File: config.mk
export PLATFORM = sky130hd
export DESIGN_NAME = erint_log_cell
export DESIGN_NICKNAME = d
export VERILOG_FILES = /design/src/rtl/erint_pkg.sv /design/src/rtl/erint_log_cell.sv
export SDC_FILE = /design/constraint.sdc
export NUM_CORES = 2
export LEC_CHECK = 0
export BUFFER_PORTS_ARGS = -buffer_cell sky130_fd_sc_hd__buf_2
export CORE_MARGIN = 3
export CORE_UTILIZATION = 55
export DETAILED_ROUTE_END_ITERATION = 8
export MAX_ROUTING_LAYER = met4
export PLACE_DENSITY = 0.75
export SLEW_MARGIN = 20
export SYNTH_ARGS = -nofsm -noshare
export SYNTH_HDL_FRONTEND = slang
export SYNTH_SLANG_ARGS = --single-unit
File: constraint.sdc
create_clock -name clk -period 0.81 [get_ports clk]
set_clock_uncertainty 0.15 [all_clocks]
set_input_delay 0.0405 -clock clk [delete_from_list [all_inputs] [get_ports clk]]
set_output_delay 0.0405 -clock clk [all_outputs]
set_load 0.05 [all_outputs]
File: src/rtl/erint_pkg.sv
// ----------------------------------------------------------------------------
// erint_pkg
// Shared constants for the eased range interpolator.
// ----------------------------------------------------------------------------
`default_nettype none
package erint_pkg;
    localparam int DATA_WIDTH_DEF = 32;
    localparam int FRAC_BITS_DEF  = 16;
    localparam int LOG_BITS       = 32;
    localparam int LOG_FRAC       = 31;
    localparam int LOG_CELLS      = 32;

    localparam logic [1:0] MODE_LINEAR   = 2'd0;
    localparam logic [1:0] MODE_LOG_OUT  = 2'd1;
    localparam logic [1:0] MODE_LOG_IN   = 2'd2;
    localparam logic [1:0] MODE_INVALID  = 2'd3;
endpackage
`default_nettype wire

File: src/rtl/erint_log_cell.sv
// ----------------------------------------------------------------------------
// erint_log_cell
// One log2 bit by squaring: square, renormalize, shift the result bit in.
// ----------------------------------------------------------------------------
`default_nettype none
module erint_log_cell
    import erint_pkg::*;
#(
    parameter int SW = 8
) (
    input  wire logic                clk,
    input  wire logic                rst_n,
    input  wire logic                en,
    input  wire logic                in_valid,
    input  wire logic [SW-1:0]       in_side,
    input  wire logic [LOG_BITS-1:0] in_x,
    input  wire logic [LOG_BITS-1:0] in_y,
    output logic                     out_valid,
    output logic [SW-1:0]            out_side,
    output logic [LOG_BITS-1:0]      out_x,
    output logic [LOG_BITS-1:0]      out_y
);
    logic                  valid_reg;
    logic [SW-1:0]         side_reg;
    logic [LOG_BITS-1:0]   x_reg;
    logic [LOG_BITS-1:0]   y_reg;
    logic [2*LOG_BITS-1:0] sq;
    logic [LOG_BITS:0]     t;
    logic [LOG_BITS-1:0]   x_next;

    always_comb
    begin
        sq     = in_x * in_x;
        t      = sq[LOG_FRAC+LOG_BITS:LOG_FRAC];
        x_next = t[LOG_BITS] ? t[LOG_BITS:1] : t[LOG_BITS-1:0];
    end

    always_ff @(posedge clk or negedge rst_n)
    begin
        if (!rst_n)
        begin
            valid_reg <= 1'b0;
        end
        else if (en)
        begin
            valid_reg <= in_valid;
        end
    end

    always_ff @(posedge clk)
    begin
        if (en)
        begin
            side_reg <= in_side;
            x_reg    <= x_next;
            y_reg    <= {in_y[LOG_BITS-2:0], t[LOG_BITS]};
        end
    end

    assign out_valid = valid_reg;
    assign out_side  = side_reg;
    assign out_x     = x_reg;
    assign out_y     = y_reg;
endmodule
`default_nettype wire

Yosys cells after proc, flatten, opt, wreduce, memory -nomap -nowiden
Index checks and enable logic that the tools add are counted.
{"block": "totals", "regBits": 73, "input_bits": 76, "out_inout_bits": 73, "wordCells": 7}
{"block": "classes", "multipliers": 1, "mux": 1}
{"op": "32-bit by 32-bit multiplier with 64-bit output", "count": 1}
{"op": "31-bit two-way mux", "count": 1}

Logic depth before layout (Yosys ltp)
{"block": "logic_depth", "depth_word": 2, "mapped_depth": 31, "mapped_depth_nobuf": 26}

Worst setup path after synthesis
OpenSTA, ideal clock, no wires.
{"block": "synth_path", "path_kind": "input to register", "startpoint": "input in_x[28]", "endpoint": "register x_reg[0], in the netlist out_x[0] (data pin)", "setup_time_ps": 260, "arrival_ps": 7136, "t_required_ps": 400, "setup_slack_ps": -6736, "cell_stages": 28, "n_path_buf": 5, "cell_sequence": "clkbuf_1 > clkbuf_1 > nand2_1 > fa_1 > inv_1 > fa_1 > fa_1 > inv_1 > fa_1 > inv_1 > fa_1 > fa_1 > fa_1 > inv_1 > fa_1 > inv_1 > ha_1 > buf_2 > nand3_1 > o211ai_1 > a211oi_1 > and2_1 > a2111oi_1 > nor3_1 > or2_1 > buf_6 > buf_6 > mux2_4"}
{"block": "synth_via", "elab_chain_len": 2}
{"element": "start, declared", "line": "erint_log_cell.sv:16", "source": "input wire logic [LOG_BITS-1:0] in_x,"}
{"element": "32-bit by 32-bit multiplier with 64-bit output", "line": "erint_log_cell.sv:33", "source": "sq = in_x * in_x;"}
{"element": "31-bit two-way mux", "line": "erint_log_cell.sv:35", "source": "x_next = t[LOG_BITS] ? t[LOG_BITS:1] : t[LOG_BITS-1:0];"}
{"element": "via x_next[0]", "line": "erint_log_cell.sv:29", "source": "logic [LOG_BITS-1:0] x_next;"}
{"element": "end signal, assigned", "line": "erint_log_cell.sv:55", "source": "x_reg <= x_next;"}
{"element": "end, declared", "line": "erint_log_cell.sv:25", "source": "logic [LOG_BITS-1:0] x_reg;"}
The timed path passes the listed nets, and every way through them passes these cells.
A chain may end at the register's enable or synchronous reset.

Worst setup path in the final report
{"block": "layout_path", "startpoint": "input in_x[8]", "endpoint": "register x_reg[12], in the netlist out_x[12] (data pin)"}
Same word-level chain as after synthesis.

==> run_results.csv <==
group,metric,value,unit
job,drv_cap,0,
layout,drive_gt1_share,27.52,%
synthesis,synth-seq-cells,73,
sta,fin_crit_sh,957.7,%
cts,cts_buffer_depth,2,
cts,hold_buffers,41,
setup_path,crit_required,0.82,ns
floorplanning,dieWidth,246.4,um
sta,tightestPinTransition,0.5401,ns
setup_path,max_stage_delay,0.60,ns
setup_path,cp_max_fo,7,
global_routing,grt_pass1_wl,156.6,mm
floorplanning,core,0.05682,sq mm
synthesis,yosys_warnings,0,
synthesis,ys_types,66,
drt,drtIter0Drc,2225,
hold_path,hold_path.class,"in -> reg",
outcome,failed_checks,"hold timing, setup timing",
layout,multi_input_area,0.02656,sq mm
floorplanning,ios,149,
sta,fin_hold_ws,-0.1709,ns
outcome,status,"finished, violations left",
floorplanning,rows,87,
cts,cts_root_buf,"clkbuf_16",
drt,vias,26560,
setup_path,critPathKind,"in -> reg",
sta,final-hold-violation-count,2,
setup_path,critical_path_arrival,7.76,ns
setup_path,path_common_cell,"fa_1",
global_routing,overflow,0,
global_routing,grt_max_degree,23,
layout,regArea,0.002188,sq mm
floorplanning,die_y,246.4,um
cts,cts_buffers,9,
layout,fin_nets,5138,
cts,cts_tree,"done",
global_routing,grt_antenna_before_repair,3,
synthesis,synthArstFlopShare,1.370,%
drt,vias_per_cell,5.610,
drt,drc,0,
sta,drv_slew,0,
sta,setup_ws,-6.947,ns
place,dp_hpwl,73.25,mm
drt,drt-total-wl,102.8,mm
global_routing,grt_usage,34.53,%
drt,wire_per_inst,21.71,um
cts,cts_sinks,73,
sta,rsz0062_at_grt,"yes",
sta,slew_headroom,63.83,%
layout,area_growth,29.29,%
place,globalplace.congestion,0.9327,
synthesis,synth-edff-count,72,
synthesis,syn_area_per_cell,9.760,sq um
place,io_buffers,147,
synthesis,syn_area,0.03180,sq mm
floorplanning,start_util,55.96,%
synthesis,synth_fp_nets,4425,
synthesis,syn-instance-count,3258,
layout,fill_cells,3626,
cts,clk-insertion-delay-late,0.34,ns
synthesis,synthFlopType,"edfxtp_1",
drt,antenna_left,0,
cts,clk_pin_slew_worst_paths,0.06,ns
sta,period_needed,7.757,ns
sta,fmax,128.9,MHz
sta,setup_viol,107,
floorplanning,dieArea,0.06074,sq mm
setup_path,setup.worst_path.start_class,"input pin",
setup_path,worstSetupEndpointType,"register",
global_routing,grt_pass1_vias,30200,
cts,htreeDepth,3,
synthesis,seq_area_frac_synth,6.878,%
setup_path,cp_slowest_cell,"fa_1",
layout,final_util,72.35,%
drt,dr.pass1.iters,6,
## repair_timing
item | CTS | global route
pin swaps | 145 | 70
endpoints found under the hold margin | 41 | 2
setup buffers | 47 | 7
cloned | 11 | 0
setup endpoints to repair | 107 | 108
resized for setup | 447 | 116
## flip-flops by register name, summed over array words and instances (netlist names)
name	flops
out_side	8
out_valid	1
out_x	32
out_y	32
## critical path: cells and delay by family
family	cells	cell delay (ns)
AOI/OAI and AO/OA	5	1.29
buffers and inverters	10	1.12
and+or+nand+nor	4	0.51
adders and majority gates	9	4.50
muxes	1	0.26
## routing by layer
layer  wire length [um]  share of wire, %  vias up  GRT usage [%]
met4               8440               8.2        0          20.41
met3               8533               8.3      700          5.387
met5                  0                 0        -              -
li1                   -                 -    10970              -
met1              33700                33    13260          37.72
met2              52090                51     1628          59.67
## cells in the final DEF, fill, tap and decap left out, drive strengths merged, types with 18 or more instances in the layout
master / instances
ha: 300
mux2: 21
fa: 791
buf: 781
xor2: 38
edfxtp: 72
nand3: 22
nor2: 52
dlygate4sd3: 40
o21ai: 39
nand2: 286
inv: 978
a21o: 35
a31oi: 18
xnor2: 41
a21oi: 62
and2: 233
## logic make-up (layout without fill, tap and decap cells)
group	count (synthesis)	after routing	share of synthesized area (%)
muxes	34	34	1.365
DFF	73	73	6.878
and+or+nand+nor	657	657	10.25
other	0	2	0
xor gates and xnor gates	79	79	2.176
buffers and inverters	1105	1823	13.19
adders and majority gates	1091	1091	61.60
AOI/OAI and AO/OA	219	219	4.537
## path summary, 6_finish.rpt
check                           from  cells after the start  slack, ns         to
max                          in_x[8]                     29      -6.95  out_x[12]
min                         in_valid                      2      -0.17  out_valid
max reg2reg                out_valid                      1      -0.15  out_valid
min reg2reg                out_valid                      1       0.43  out_valid
max in group asynchronous      rst_n                      2       0.55  out_valid
min in group asynchronous      rst_n                      2      -0.13  out_valid
## synthesized netlist by cell type, types with 3 or more instances
cell / count / area, sq um
a211oi_1: 5 / 37.54
a21o_1: 35 / 262.8
a21oi_1: 62 / 310.3
a31o_2: 11 / 96.34
a31oi_1: 18 / 112.6
a41oi_1: 3 / 26.28
and2_1: 233 / 1458
and3_1: 13 / 81.33
and4_1: 3 / 26.28
buf_2: 9 / 45.04
buf_6: 4 / 45.04
clkbuf_1: 112 / 420.4
edfxtp_1: 72 / 2162
fa_1: 791 / 15840
ha_1: 300 / 3754
inv_1: 978 / 3671
mux2_2: 3 / 33.78
mux2_4: 18 / 270.3
mux2i_1: 13 / 130.1
nand2_1: 286 / 1074
nand3_1: 22 / 110.1
nand4_1: 9 / 56.30
nor2_1: 52 / 195.2
nor2b_1: 9 / 56.30
nor3_1: 9 / 45.04
o211ai_1: 7 / 52.55
o21a_1: 4 / 30.03
o21ai_0: 35 / 175.2
o21ai_1: 4 / 20.02
o21bai_1: 12 / 90.09
or2_2: 5 / 31.28
xnor2_1: 41 / 359.1
xor2_1: 38 / 332.8
## metrics by stage
stage	hold WS [ns]	TNS [ns]	setup WS [ns]	std cells	cell area [sq um]
CTS	-0.2097	-228.53	-6.426	4728	40740
finish	-0.1709	-247.14	-6.947	4734	41110
global placement	-0.3344	-242.38	-7.100	4614	37620
global route	-0.1775	-250.12	-6.979	4734	41110
detailed placement	-0.3339	-248.20	-7.231	4614	37620
floorplan	-0.4051	-209.59	-6.414	3258	32130
## layout make-up
type                       instances  area share [%]
clock buffer                      11          0.5904
tap                              756           2.301
antenna                            2         0.01217
multi-input combinational       2080           64.59
timing repair buffer             828           18.03
inverter                         979           8.956
sequential                        73           5.323
clock inverter                     5          0.1948
Power is not shown: default switching activity piles up to over one toggle a cycle in this logic, so the estimate is an artifact.
