[src/rtl/erint_pkg.sv]
// ----------------------------------------------------------------------------
// erint_pkg
// Shared constants for the eased range interpolator.
// ----------------------------------------------------------------------------
`default_nettype none
package erint_pkg;
    localparam int DATA_WIDTH_DEF = 32;
    localparam int FRAC_BITS_DEF  = 16;
    localparam int LOG_BITS       = 32;
    localparam int LOG_FRAC       = 31;
    localparam int LOG_CELLS      = 32;

    localparam logic [1:0] MODE_LINEAR   = 2'd0;
    localparam logic [1:0] MODE_LOG_OUT  = 2'd1;
    localparam logic [1:0] MODE_LOG_IN   = 2'd2;
    localparam logic [1:0] MODE_INVALID  = 2'd3;
endpackage
`default_nettype wire

[src/rtl/erint_div_cell.sv]
// ----------------------------------------------------------------------------
// erint_div_cell
// One restoring division step: shift (when SHIFT is set), compare, subtract, append quotient bit.
// ----------------------------------------------------------------------------
`default_nettype none
module erint_div_cell
    import erint_pkg::*;
#(
    parameter int RW    = 33,
    parameter int QW    = 17,
    parameter int SW    = 8,
    parameter bit SHIFT = 1'b1
) (
    input  wire logic          clk,
    input  wire logic          rst_n,
    input  wire logic          en,
    input  wire logic          in_valid,
    input  wire logic [SW-1:0] in_side,
    input  wire logic [RW-1:0] in_r,
    input  wire logic [RW-2:0] in_d,
    input  wire logic [QW-1:0] in_q,
    output logic               out_valid,
    output logic [SW-1:0]      out_side,
    output logic [RW-1:0]      out_r,
    output logic [RW-2:0]      out_d,
    output logic [QW-1:0]      out_q
);
    logic          valid_reg;
    logic [SW-1:0] side_reg;
    logic [RW-1:0] r_reg;
    logic [RW-2:0] d_reg;
    logic [QW-1:0] q_reg;
    logic [RW-1:0] r_sh;
    logic [RW-1:0] d_ext;
    logic          ge;
    logic [RW-1:0] r_next;
    logic [QW-1:0] q_next;

    always_comb
    begin
        r_sh   = SHIFT ? {in_r[RW-2:0], 1'b0} : in_r;
        d_ext  = {1'b0, in_d};
        ge     = (r_sh >= d_ext);
        r_next = ge ? (r_sh - d_ext) : r_sh;
        q_next = SHIFT ? {in_q[QW-2:0], ge} : {{(QW-1){1'b0}}, ge};
    end

    always_ff @(posedge clk or negedge rst_n)
    begin
        if (!rst_n)
        begin
            valid_reg <= 1'b0;
        end
        else if (en)
        begin
            valid_reg <= in_valid;
        end
    end

    always_ff @(posedge clk)
    begin
        if (en)
        begin
            side_reg <= in_side;
            r_reg    <= r_next;
            d_reg    <= in_d;
            q_reg    <= q_next;
        end
    end

    assign out_valid = valid_reg;
    assign out_side  = side_reg;
    assign out_r     = r_reg;
    assign out_d     = d_reg;
    assign out_q     = q_reg;
endmodule
`default_nettype wire

[config.mk]
export PLATFORM = sky130hd
export DESIGN_NAME = erint_div_cell
export DESIGN_NICKNAME = d
export VERILOG_FILES = /design/src/rtl/erint_pkg.sv /design/src/rtl/erint_div_cell.sv
export SDC_FILE = /design/constraint.sdc
export NUM_CORES = 1
export LEC_CHECK = 0
export BUFFER_PORTS_ARGS = -buffer_cell sky130_fd_sc_hd__buf_4
export CAP_MARGIN = 25
export CORE_UTILIZATION = 52
export CTS_BUF_LIST = sky130_fd_sc_hd__clkbuf_8
export CTS_CLUSTER_SIZE = 28
export DETAILED_ROUTE_END_ITERATION = 6
export PLACE_DENSITY = 0.83
export SLEW_MARGIN = 20
export SYNTH_ARGS = -nofsm -noshare
export SYNTH_HDL_FRONTEND = slang
export SYNTH_SLANG_ARGS = --single-unit
[constraint.sdc]
create_clock -name clk -period 0.9 [get_ports clk]
set_input_delay 0.09 -clock clk [delete_from_list [all_inputs] [get_ports clk]]
set_output_delay 0.09 -clock clk [all_outputs]
set_load 0.1 [all_outputs]
==> run_results.csv, run 1 <==
group,metric,value,unit
logic_synthesis,ys_top_cells_by_area,"edfxtp_1 (53%), ha_1 (7.9%), a21oi_1 (5.4%), a21o_1 (3.6%), inv_1 (3.3%)",
placement,hpwl,12700,µm
placement,numPortBuffers,182,
clocking,clk_path_buf_depth,2,
logic_synthesis,synth-xor-area-share,4.50,%
logic_synthesis,syn_area,0.00506,mm²
clocking,clock-sinks,91,
floorplanning,die-width,101,µm
logic_synthesis,yosys_warnings,0,
floorplanning,die-height,101,µm
logic_synthesis,yosysMostFrequentCell,"edfxtp_1",
logic_synthesis,synth_edf_count,90,
outcome,stop_error,"[ERROR DPL-0033] detailed placement checks failed during check placement.",
clocking,cts_setup_buffers,15,
logic_synthesis,async_flop_share,1.10,%
logic_synthesis,synth-seq-area-share,53.9,%
logic_synthesis,yosys.area.top_type,"edfxtp_1",
outcome,outcome,"aborted with a tool error",
clocking,cts_hold_buf,55,
logic_synthesis,synth_top_cells_by_count,"edfxtp_1 (90), a21oi_1 (55), inv_1 (45)",
floorplanning,start_util,54.3,%
logic_synthesis,synthFlopType,"edfxtp_1",
clocking,root_buffer,"clkbuf_8",
floorplanning,rows,35,
clocking,cts_max_level,3,
logic_synthesis,synthSimpleGateAreaFrac,8.77,%
clocking,post_cts_resize_count,173,
clocking,numCtsBuffers,9,
logic_synthesis,synth_compound_area_share,17.7,%
floorplanning,ios,185,
logic_synthesis,synth_top_family_by_area,"compound AO/OA/AOI/OAI gates",
logic_synthesis,avgSynthCellArea,11.3,µm²
logic_synthesis,synthAdderAreaFrac,8.30,%
logic_synthesis,synth.top_cell.area_share,53.4,%
placement,post-place-ws,-1.73,ns
logic_synthesis,synth_seq_cells,91,
logic_synthesis,synth_mux_area_share,2.45,%
logic_synthesis,syn_nets,576,
outcome,stop_stage,"clock tree synthesis (4_1_cts)",
placement,gp_congestion,0.895,
logic_synthesis,synth_cells,449,
logic_synthesis,synth.distinct_cells,50,
metrics by stage:
stage / instances / cell area (µm²) / setup TNS, ns / hold slack, ns
floorplan: 449 / 5350 / -51.21 / -0.206
detailed placement: 870 / 7730 / -51.99 / -0.130
global placement: 870 / 7730 / -49.23 / -0.135
cells by family after synthesis:
| group | Yosys count |
|---|---|
| AND/OR/NAND/NOR | 92 |
| flip-flops | 91 |
| AO/OA/AOI/OAI | 142 |
| adder cells (fa/ha/maj) | 33 |
| multiplexers | 11 |
| buffers and inverters | 54 |
| XOR/XNOR | 26 |
==> run 2: changes to the inputs <==
--- a/config.mk
+++ b/config.mk
@@ -7,11 +7,9 @@
 export LEC_CHECK = 0
 export BUFFER_PORTS_ARGS = -buffer_cell sky130_fd_sc_hd__buf_4
 export CAP_MARGIN = 25
-export CORE_UTILIZATION = 52
-export CTS_BUF_LIST = sky130_fd_sc_hd__clkbuf_8
-export CTS_CLUSTER_SIZE = 28
+export CORE_UTILIZATION = 40
 export DETAILED_ROUTE_END_ITERATION = 6
-export PLACE_DENSITY = 0.83
+export PLACE_DENSITY_LB_ADDON = 0.15
 export SLEW_MARGIN = 20
 export SYNTH_ARGS = -nofsm -noshare
 export SYNTH_HDL_FRONTEND = slang
==> run 2 against run 1 <==
Compared with the run above: the flow now finishes, with violations (setup timing); synthesized cell count is the same; area after synthesis is the same.
==> run_results.csv, run 2 <==
group,metric,value,unit
outcome,outcome,"complete, but fails checks",
outcome,violations,"setup timing",
worst_hold_path,holdCritStartpoint,"in_d[30]",
logic_synthesis,synth_edf_count,90,
setup_path,r2r-start,"out_valid$_DFFE_PN0P_",
logic_synthesis,synth_compound_area_share,17.7,%
logic_synthesis,yosysMostFrequentCell,"edfxtp_1",
clocking,insertion_delay,0.35,ns
clocking,numCtsBuffers,9,
sta,finalHoldWorstSlack,0.0277,ns
floorplanning,start_util,41.6,%
layout,area_growth,89.8,%
route,routedWlPerCell,17.6,µm
clocking,path_clk_slew,0.06,ns
setup_path,start_kind,"primary input",
pwr,ir_drop,1140,µV
sta,fmax,487,MHz
logic_synthesis,synth-xor-area-share,4.50,%
logic_synthesis,synth-seq-area-share,53.9,%
logic_synthesis,synth_top_cells_by_count,"edfxtp_1 (90), a21oi_1 (55), inv_1 (45)",
pwr,power_density,1850,mW/mm²
logic_synthesis,synth.top_cell.area_share,53.4,%
clocking,cts_max_level,3,
placement,dp_cells,906,
floorplanning,die-height,115,µm
clocking,clock-sinks,91,
worst_hold_path,min_path_type,"primary input to flip-flop",
layout,final_cell_mix,"buf_4 (208), buf_6 (101), edfxtp_1 (90)",
floorplanning,ios,185,
layout,layout_commonest_cell,"buf_4",
floorplanning,rows,40,
global_routing,grt_antenna_before_repair,0,
logic_synthesis,synthFlopType,"edfxtp_1",
layout,fillers,733,
logic_synthesis,yosys_warnings,0,
sta,fin_crit_sh,228,%
layout,regArea,0.00273,mm²
logic_synthesis,syn_area,0.00506,mm²
logic_synthesis,syn_nets,576,
route,num_vias,5047,
clocking,root_buffer,"clkbuf_16",
sta,finClkSkew,0,ns
global_routing,use_met3,4.87,%
sta,slew-limit-headroom,75.7,%
route,dr.pass1.iters,5,
route,drt-initial-drc-count,232,
logic_synthesis,ys_top_cells_by_area,"edfxtp_1 (53%), ha_1 (7.9%), a21oi_1 (5.4%), a21o_1 (3.6%), inv_1 (3.3%)",
sta,rsz0062_at_grt,"yes",
logic_synthesis,avgSynthCellArea,11.3,µm²
logic_synthesis,synth_top_family_by_area,"compound AO/OA/AOI/OAI gates",
layout,final_cells,999,
layout,largest_register_ff_count,33,
sta,period_needed,2.05,ns
clocking,clk_path_buf_depth,2,
sta,finalSetupViolCount,125,
pwr,p_total,17800,µW
setup_path,worst-setup-path-type,"primary input to flip-flop",
clocking,cts_tree,"yes",
placement,gp_congestion,0.917,
global_routing,grt_use_met1,30.8,%
logic_synthesis,synth.distinct_cells,50,
global_routing,grt_use_met2,49.3,%
sta,tightest_slew,0.360,ns
layout,multi_input_area,0.00270,mm²
global_routing,gr-max-usage-layer,"met2",
layout,fin_nets,953,
setup_path,startpoint,"in_d[6]",
sta,final_max_slew_viol_count,0,
setup_path,end_kind,"flip-flop",
logic_synthesis,synthAdderAreaFrac,8.30,%
floorplanning,fp.coreArea,0.0122,mm²
route,drc,0,
logic_synthesis,async_flop_share,1.10,%
logic_synthesis,yosys.area.top_type,"edfxtp_1",
logic_synthesis,synthSimpleGateAreaFrac,8.77,%
setup_path,cp.required,1.00,ns
pwr,p_leak,0.00426,µW
job,maxCapViolCount,0,
global_routing,grt_pass1_vias,5138,
global_routing,grt_pass1_wl,26400,µm
sta,finalHoldViolCount,0,
global_routing,grt.overflow.total,0,
layout,final_util,79.0,%
route,drt-total-wl,17600,µm
global_routing,grt_usage,26.8,%
logic_synthesis,synth_seq_cells,91,
placement,numPortBuffers,182,
logic_synthesis,synth_cells,449,
layout,drive_above_1_share,53.2,%
placement,hpwl,11500,µm
layout,antennaDiodeCount,0,
floorplanning,die_area,0.0131,mm²
sta,finalWorstSetupSlack,-1.15,ns
setup_path,crit_arrival,2.15,ns
route,vias_per_cell,5.05,
setup_path,rrSetupSlack,0.03,ns
floorplanning,die-width,115,µm
logic_synthesis,synth_mux_area_share,2.45,%
route,ant_nets,0,
global_routing,grt_max_degree,38,
setup_path,cp_max_fo,8,
## run 2: layer usage
layer | share of wire (%) | vias up
met4 | 2.1 | 0
met1 | 39 | 2410
met2 | 53 | 193
met5 | 0 | -
li1 | - | 2414
met3 | 6.5 | 30
## run 2: per-stage QoR
step	TNS, ns	setup slack (ns)	cell area (µm²)
final	-48.43	-1.15	9610
after global routing	-53.30	-1.23	9610
after CTS	-49.85	-1.16	9310
after detailed placement	-51.84	-1.66	7780
after global placement	-49.88	-1.66	7780
after floorplan	-51.21	-1.39	5350
## run 2: cell type report
type / instances / share of cell area, %
well taps: 168 / 2.19
inverters: 45 / 2.10
repair buffers: 375 / 35.9
clock buffers: 9 / 2.34
multi-input cells: 304 / 28.1
clock inverters: 7 / 1.02
flip-flops and latches: 91 / 28.4
## run 2: power by group
| part | total [µW] | switching (µW) | internal [µW] |
|---|---|---|---|
| registers | 5490 | 246 | 5240 |
| logic | 8170 | 5190 | 2980 |
| clock network | 4100 | 1650 | 2450 |
| total | 17800 | 7090 | 10700 |
## run 2: final timing paths
path / depth (start not counted) / endpoint
worst min register to register: 1 / out_valid$_DFFE_PN0P_
min in group asynchronous: 2 / out_valid$_DFFE_PN0P_
worst min-delay path: 2 / out_d[30]$_DFFE_PP_
worst max-delay path: 13 / out_r[28]$_DFFE_PP_
worst max register to register: 1 / out_valid$_DFFE_PN0P_
max in group asynchronous: 2 / out_valid$_DFFE_PN0P_
## run 2: cell families after synthesis
family	after synthesis
fa+ha+maj	33
buf+inv	54
simple gates	92
compound gates	142
xor+xnor	26
flops	91
mux	11
## run 2: what timing repair did
item | 4_1_cts | 5_1_grt
buffers inserted | 18 | 6
hold buffers | 54 | 0
resized for setup | 139 | 68
hold endpoints to repair | 54 | 0
pin swaps | 28 | 30
endpoints found under the setup margin | 125 | 125
## run 2: worst max-delay path: stages
cell,delay (ns)
buf_8,0.08
inv_4,0.03
ha_4,0.26
nand3_2,0.08
or3_4,0.39
a31o_4,0.24
o21ai_4,0.16
a31oi_4,0.11
o21ai_4,0.20
buf_12,0.17
buf_8,0.13
nor2_2,0.03
a31o_1,0.17
Note: power is estimated with default switching activity, not from simulation.
==> run 3: changes to the inputs <==
--- a/config.mk
+++ b/config.mk
@@ -7,7 +7,10 @@
 export LEC_CHECK = 0
 export BUFFER_PORTS_ARGS = -buffer_cell sky130_fd_sc_hd__buf_4
 export CAP_MARGIN = 25
-export CORE_UTILIZATION = 40
+export CELL_PAD_IN_SITES_DETAIL_PLACEMENT = 0
+export CELL_PAD_IN_SITES_GLOBAL_PLACEMENT = 1
+export CORE_UTILIZATION = 38
+export CTS_BUF_LIST = sky130_fd_sc_hd__clkbuf_16
 export DETAILED_ROUTE_END_ITERATION = 6
 export PLACE_DENSITY_LB_ADDON = 0.15
 export SLEW_MARGIN = 20
==> constraint.sdc (replaced) <==
create_clock -name clk -period 2.3 [get_ports clk]
set_input_delay 0.23 -clock clk [delete_from_list [all_inputs] [get_ports clk]]
set_output_delay 0.23 -clock clk [all_outputs]
set_load 0.1 [all_outputs]
==> run 3 against run 2 <==
Compared with the run above: the run now ends clean; sequential share of layout area up 5.1 points; clock power down 63%; utilization down 16 points; setup slack better by 1.2 ns; power down 64%; clock skew unchanged; largest power group unchanged.
==> run_results.csv, run 3 (synthesized netlist as in run 2, its figures left out) <==
group,metric,value,unit
outcome,outcome,"complete, no violations",
layout,drive_above_1_share,48.7,%
pwr,power_frac_seq,32.9,%
layout,final_util,63.5,%
route,num_vias,4517,
layout,layout_commonest_cell,"buf_4",
setup_path,cp_max_fo,7,
pwr,p_sw,2620,µW
placement,numPortBuffers,182,
sta,finClkSkew,0,ns
route,ant_nets,0,
route,drt-total-wl,14300,µm
layout,regArea,0.00273,mm²
floorplanning,start_util,39.5,%
sta,finalHoldViolCount,0,
layout,largest_register_ff_count,33,
setup_path,path_buf_inv,3,
floorplanning,rows,41,
setup_path,critPathSlowestCell,"or3_1",
route,drc,0,
setup_path,cp.required,2.40,ns
pwr,power.share.switching,41.0,%
job,maxCapViolCount,0,
layout,final_cells,918,
clocking,clock-sinks,91,
setup_path,crit_arrival,2.36,ns
sta,fin_crit_sh,98.5,%
sta,period_needed,2.27,ns
route,drt-initial-drc-count,256,
floorplanning,die-height,117,µm
layout,fillers,1111,
sta,finalHoldWorstSlack,0.0546,ns
global_routing,grt_pass1_vias,4426,
setup_path,end_kind,"flip-flop",
route,routedWlPerCell,15.5,µm
layout,multi_input_area,0.00242,mm²
sta,slew-limit-headroom,68.6,%
setup_path,r2r_cells,1,
sta,tightest_slew,0.459,ns
placement,gp_congestion,0.865,
setup_path,crit_path_max_incr_delay,0.38,ns
worst_hold_path,min_path_type,"primary input to flip-flop",
pwr,ir_drop,403,µV
floorplanning,die-width,117,µm
clocking,numCtsBuffers,9,
sta,fmax,441,MHz
layout,fin_nets,868,
setup_path,crit_family,"compound AO/OA/AOI/OAI gates",
clocking,clk_path_buf_depth,2,
layout,area_growth,60.9,%
route,dr.pass1.iters,5,
sta,finalWorstSetupSlack,0.0346,ns
pwr,p_leak,0.00371,µW
global_routing,grt_antenna_before_repair,0,
clocking,root_buffer,"clkbuf_16",
floorplanning,fp.coreArea,0.0128,mm²
clocking,path_clk_slew,0.07,ns
placement,dp_cells,893,
sta,rsz0062_at_grt,"yes",
worst_hold_path,hold_path_depth,1,
global_routing,grt_max_degree,41,
route,vias_per_cell,4.92,
global_routing,grt.overflow.total,0,
placement,hpwl,11100,µm
global_routing,grt_pass1_wl,22100,µm
sta,finalSetupViolCount,0,
clocking,cts_tree,"yes",
pwr,power_density,785,mW/mm²
layout,antennaDiodeCount,0,
pwr,power_frac_clock,23.6,%
setup_path,worst-setup-path-type,"primary input to flip-flop",
floorplanning,ios,185,
global_routing,grt_usage,20.5,%
setup_path,crit_cells,11,
pwr,internal-power,3770,µW
floorplanning,die_area,0.0138,mm²
layout,final_cell_mix,"buf_4 (279), edfxtp_1 (90), a21oi_1 (45)",
sta,final_max_slew_viol_count,0,
clocking,insertion_delay,0.35,ns
placement,post-place-ws,-0.533,ns
pwr,combPwrFrac,43.5,%
setup_path,start_kind,"primary input",
setup_path,cp_cell_sequence,"buf_4 -> ha_4 -> nor2_1 -> or3_1 -> a31o_4 -> o21ai_4 -> a31oi_4 -> o21ai_4 -> buf_12 -> buf_12 -> mux2_2",
clocking,cts_max_level,3,
run 3: per-layer routing:
| layer | global-route usage, % | routed length [µm] |
|---|---|---|
| met5 | 0 | 0 |
| met4 | 7.14 | 194 |
| met3 | 4.52 | 939 |
| met2 | 33.9 | 6890 |
| met1 | 26.3 | 6250 |
run 3: final timing paths:
path | end | startpoint | slack [ns]
setup / recovery | out_r[4]$_DFFE_PP_ | in_r[3] | 0.03
hold / removal | out_q[10]$_DFFE_PP_ | in_q[9] | 0.05
setup reg to reg | out_valid$_DFFE_PN0P_ | out_valid$_DFFE_PN0P_ | 1.56
hold reg to reg | out_valid$_DFFE_PN0P_ | out_valid$_DFFE_PN0P_ | 0.51
max in group asynchronous | out_valid$_DFFE_PN0P_ | rst_n | 2.03
min in group asynchronous | out_valid$_DFFE_PN0P_ | rst_n | 0.19
run 3: cell type report:
cell class                      count  area share, %
Sequential cell                    91           33.5
Multi-Input combinational cell    304           29.7
Timing Repair Buffer              290           28.1
Clock buffer                        9           2.76
Tap cell                          172           2.64
Inverter                           45           2.38
Clock inverter                      7          0.937
run 3: metrics by stage:
step / area, µm² / total power [µW] / setup TNS [ns]
floorplan: 5230 / 4030 / -1.15
global placement: 7550 / 4820 / -9.35
detailed placement: 7550 / 4840 / -10.37
CTS: 7890 / 6370 / -0.0163
global route: 8150 / 6650 / -0.103
finish: 8150 / 6400 / 0
run 3: timing repair:
item / 4_1_cts / 5_1_grt
gates resized for setup: 5 / 34
gates cloned: 0 / 2
hold endpoints to repair: 1 / 0
pin swaps: 3 / 17
setup endpoints to repair: 8 / 31
hold buffers: 1 / 0
setup buffers: 1 / 5
run 3: power by group through the flow:
stage	clock network (µW)	logic, µW	registers (µW)
after global placement	0	2690	2130
after detailed placement	0	2700	2140
after floorplan	0	611	3420
final	1510	2780	2100
after global routing	1610	2920	2120
after CTS	1550	2720	2100
==> run 4: changes to the inputs <==
--- a/config.mk
+++ b/config.mk
@@ -7,12 +7,11 @@
 export LEC_CHECK = 0
 export BUFFER_PORTS_ARGS = -buffer_cell sky130_fd_sc_hd__buf_4
 export CAP_MARGIN = 25
-export CELL_PAD_IN_SITES_DETAIL_PLACEMENT = 0
-export CELL_PAD_IN_SITES_GLOBAL_PLACEMENT = 1
-export CORE_UTILIZATION = 38
+export CORE_UTILIZATION = 40
 export CTS_BUF_LIST = sky130_fd_sc_hd__clkbuf_16
 export DETAILED_ROUTE_END_ITERATION = 6
 export PLACE_DENSITY_LB_ADDON = 0.15
+export SETUP_SLACK_MARGIN = 0.4
 export SLEW_MARGIN = 20
 export SYNTH_ARGS = -nofsm -noshare
 export SYNTH_HDL_FRONTEND = slang
==> constraint.sdc (replaced) <==
create_clock -name clk -period 2.55 [get_ports clk]
set_input_delay 0.255 -clock clk [delete_from_list [all_inputs] [get_ports clk]]
set_output_delay 0.255 -clock clk [all_outputs]
set_load 0.1 [all_outputs]
==> run 4 against run 3 <==
Compared with the run above: combinational power decreased by 8.3%; sequential power decreased by 10%; clock skew unchanged; power decreased by 8.5%; sequential share of layout area about the same; cell area about the same.
==> run_results.csv, run 4 (synthesized netlist as in run 2, its figures left out) <==
group,metric,value,unit
layout,layout_commonest_cell,"buf_4",
clocking,clock-sinks,91,
layout,antennaDiodeCount,0,
clocking,cts_tree,"yes",
floorplanning,die-height,115,µm
global_routing,grt_usage,20.4,%
floorplanning,rows,40,
setup_path,cp_cell_sequence,"buf_8 -> inv_8 -> ha_4 -> nand2_4 -> or3_4 -> a31o_4 -> o21ai_4 -> a31oi_4 -> o21ai_4 -> buf_12 -> mux2_4",
layout,final_cell_mix,"buf_4 (220), edfxtp_1 (90), inv_1 (36)",
clocking,numCtsBuffers,9,
pwr,ir_drop,371,µV
floorplanning,fp.coreArea,0.0122,mm²
sta,tightest_slew,0.467,ns
route,ant_nets,0,
route,num_vias,4430,
setup_path,crit_arrival,2.37,ns
setup_path,cp.required,2.65,ns
global_routing,grt.overflow.total,0,
sta,slew-limit-headroom,68.1,%
layout,fin_nets,826,
outcome,outcome,"complete, no violations",
placement,dp_cells,839,
route,met1_length,5520,µm
layout,final_cells,872,
setup_path,critPathSlowestCell,"or3_4",
clocking,root_buffer,"clkbuf_16",
sta,period_needed,2.28,ns
sta,rsz0062_at_grt,"yes",
setup_path,worst-setup-path-type,"primary input to flip-flop",
setup_path,crit_path_max_incr_delay,0.36,ns
floorplanning,die-width,115,µm
floorplanning,ios,185,
route,wl_met2,6670,µm
sta,finalHoldViolCount,0,
sta,fmax,440,MHz
clocking,clk_path_buf_depth,2,
layout,area_growth,61.1,%
placement,gp_congestion,0.838,
sta,final_max_slew_viol_count,0,
clocking,cts_max_level,3,
sta,finClkSkew,0,ns
placement,dpl_cell_area,0.00724,mm²
layout,drive_above_1_share,50.3,%
placement,numPortBuffers,182,
sta,finalSetupViolCount,0,
pwr,power_density,717,mW/mm²
clocking,path_clk_slew,0.06,ns
pwr,p_leak,0.00359,µW
job,maxCapViolCount,0,
route,drt-initial-drc-count,211,
clocking,insertion_delay,0.34,ns
layout,largest_register_ff_count,33,
pwr,p_total,5850,µW
layout,stdcell_area,0.00816,mm²
worst_hold_path,min_path_type,"primary input to flip-flop",
route,wl_met3,1120,µm
setup_path,end_kind,"flip-flop",
floorplanning,die_area,0.0131,mm²
route,routedWlPerCell,15.6,µm
route,drc,0,
route,drt-total-wl,13600,µm
route,vias_per_cell,5.08,
global_routing,grt_pass1_vias,4348,
placement,hpwl,9970,µm
floorplanning,start_util,41.6,%
global_routing,grt_antenna_before_repair,0,
sta,fin_crit_sh,89.2,%
route,top_layer_used,"met4",
setup_path,start_kind,"primary input",
setup_path,cp_max_fo,8,
setup_path,timing.critical_path.mode_cell,"o21ai_4",
route,dr.pass1.iters,4,
global_routing,grt_max_degree,38,
global_routing,grt_pass1_wl,20400,µm
run 4: cell types whose count changed in the layout (fill, tap and decap cells not counted), moves of 3 or more:
| cell | previous run | this run |
|---|---|---|
| a21oi_1 | 45 | 33 |
| a21oi_2 | 9 | 18 |
| a21oi_4 | 1 | 4 |
| buf_4 | 279 | 220 |
| buf_6 | 3 | 12 |
| buf_8 | 0 | 6 |
| mux2_2 | 6 | 1 |
| mux2_4 | 5 | 10 |
| nor2_1 | 31 | 23 |
| nor2_2 | 2 | 10 |
run 4: layer usage:
layer / vias up / GRT usage, %
li1: 2163 / -
met1: 2074 / 23.0
met2: 169 / 35.3
met3: 24 / 5.93
met4: 0 / 9.70
met5: - / 0
run 4: worst max-delay path, delay by kind of cell:
kind,cells,cell delay (ns)
AOI/OAI and AO/OA,4,0.82
adders and majority gates,1,0.27
buffers and inverters,3,0.31
muxes,1,0.30
and+or+nand+nor,2,0.41
run 4: timing repair:
action / 4_1_cts / 5_1_grt
buffers inserted: 9 / 4
pin swaps: 16 / 15
endpoints found under the hold margin: 1 / 0
cloned: 1 / 2
setup endpoints to repair: 31 / 33
hold buffers: 1 / 0
resized for setup: 55 / 48
run 4: where the power goes:
group / switching [µW] / leakage [µW] / internal [µW] / total (µW)
clock network: 560 / 0.000147 / 855 / 1410
logic: 1740 / 0.00255 / 802 / 2550
registers: 44.2 / 0.000893 / 1850 / 1890
total: 2350 / 0.00359 / 3500 / 5850
run 4: through the flow:
stage / utilization, % / setup slack, ns / hold WS, ns / setup TNS [ns]
2_1_floorplan: - / 0.0987 / -0.0406 / 0
3_3_place_gp: 59.6 / -0.211 / 0.0315 / -1.19
3_5_place_dp: 59.6 / -0.249 / 0.0332 / -1.86
4_1_cts: 64.8 / 0.322 / 0.0649 / 0
5_1_grt: 67.1 / 0.219 / 0.0725 / 0
6_report: 67.1 / 0.275 / 0.0845 / 0
run 4: worst paths after layout:
path,depth (start not counted),endpoint,slack (ns),start
hold reg to reg,1,out_valid$_DFFE_PN0P_,0.51,out_valid$_DFFE_PN0P_
max in group asynchronous,2,out_valid$_DFFE_PN0P_,2.25,rst_n
setup reg to reg,1,out_valid$_DFFE_PN0P_,1.81,out_valid$_DFFE_PN0P_
min in group asynchronous,2,out_valid$_DFFE_PN0P_,0.22,rst_n
hold / removal,1,out_q[13]$_DFFE_PP_,0.08,in_q[12]
setup / recovery,11,out_r[9]$_DFFE_PP_,0.27,in_d[8]
run 4: area by class of cell:
type / instances / area [µm²]
Clock buffer: 9 / 225
Clock inverter: 7 / 91.3
Fill cell: 935 / 4010
Inverter: 45 / 199
Multi-Input combinational cell: 304 / 2620
Sequential cell: 91 / 2730
Tap cell: 168 / 210
Timing Repair Buffer: 248 / 2080
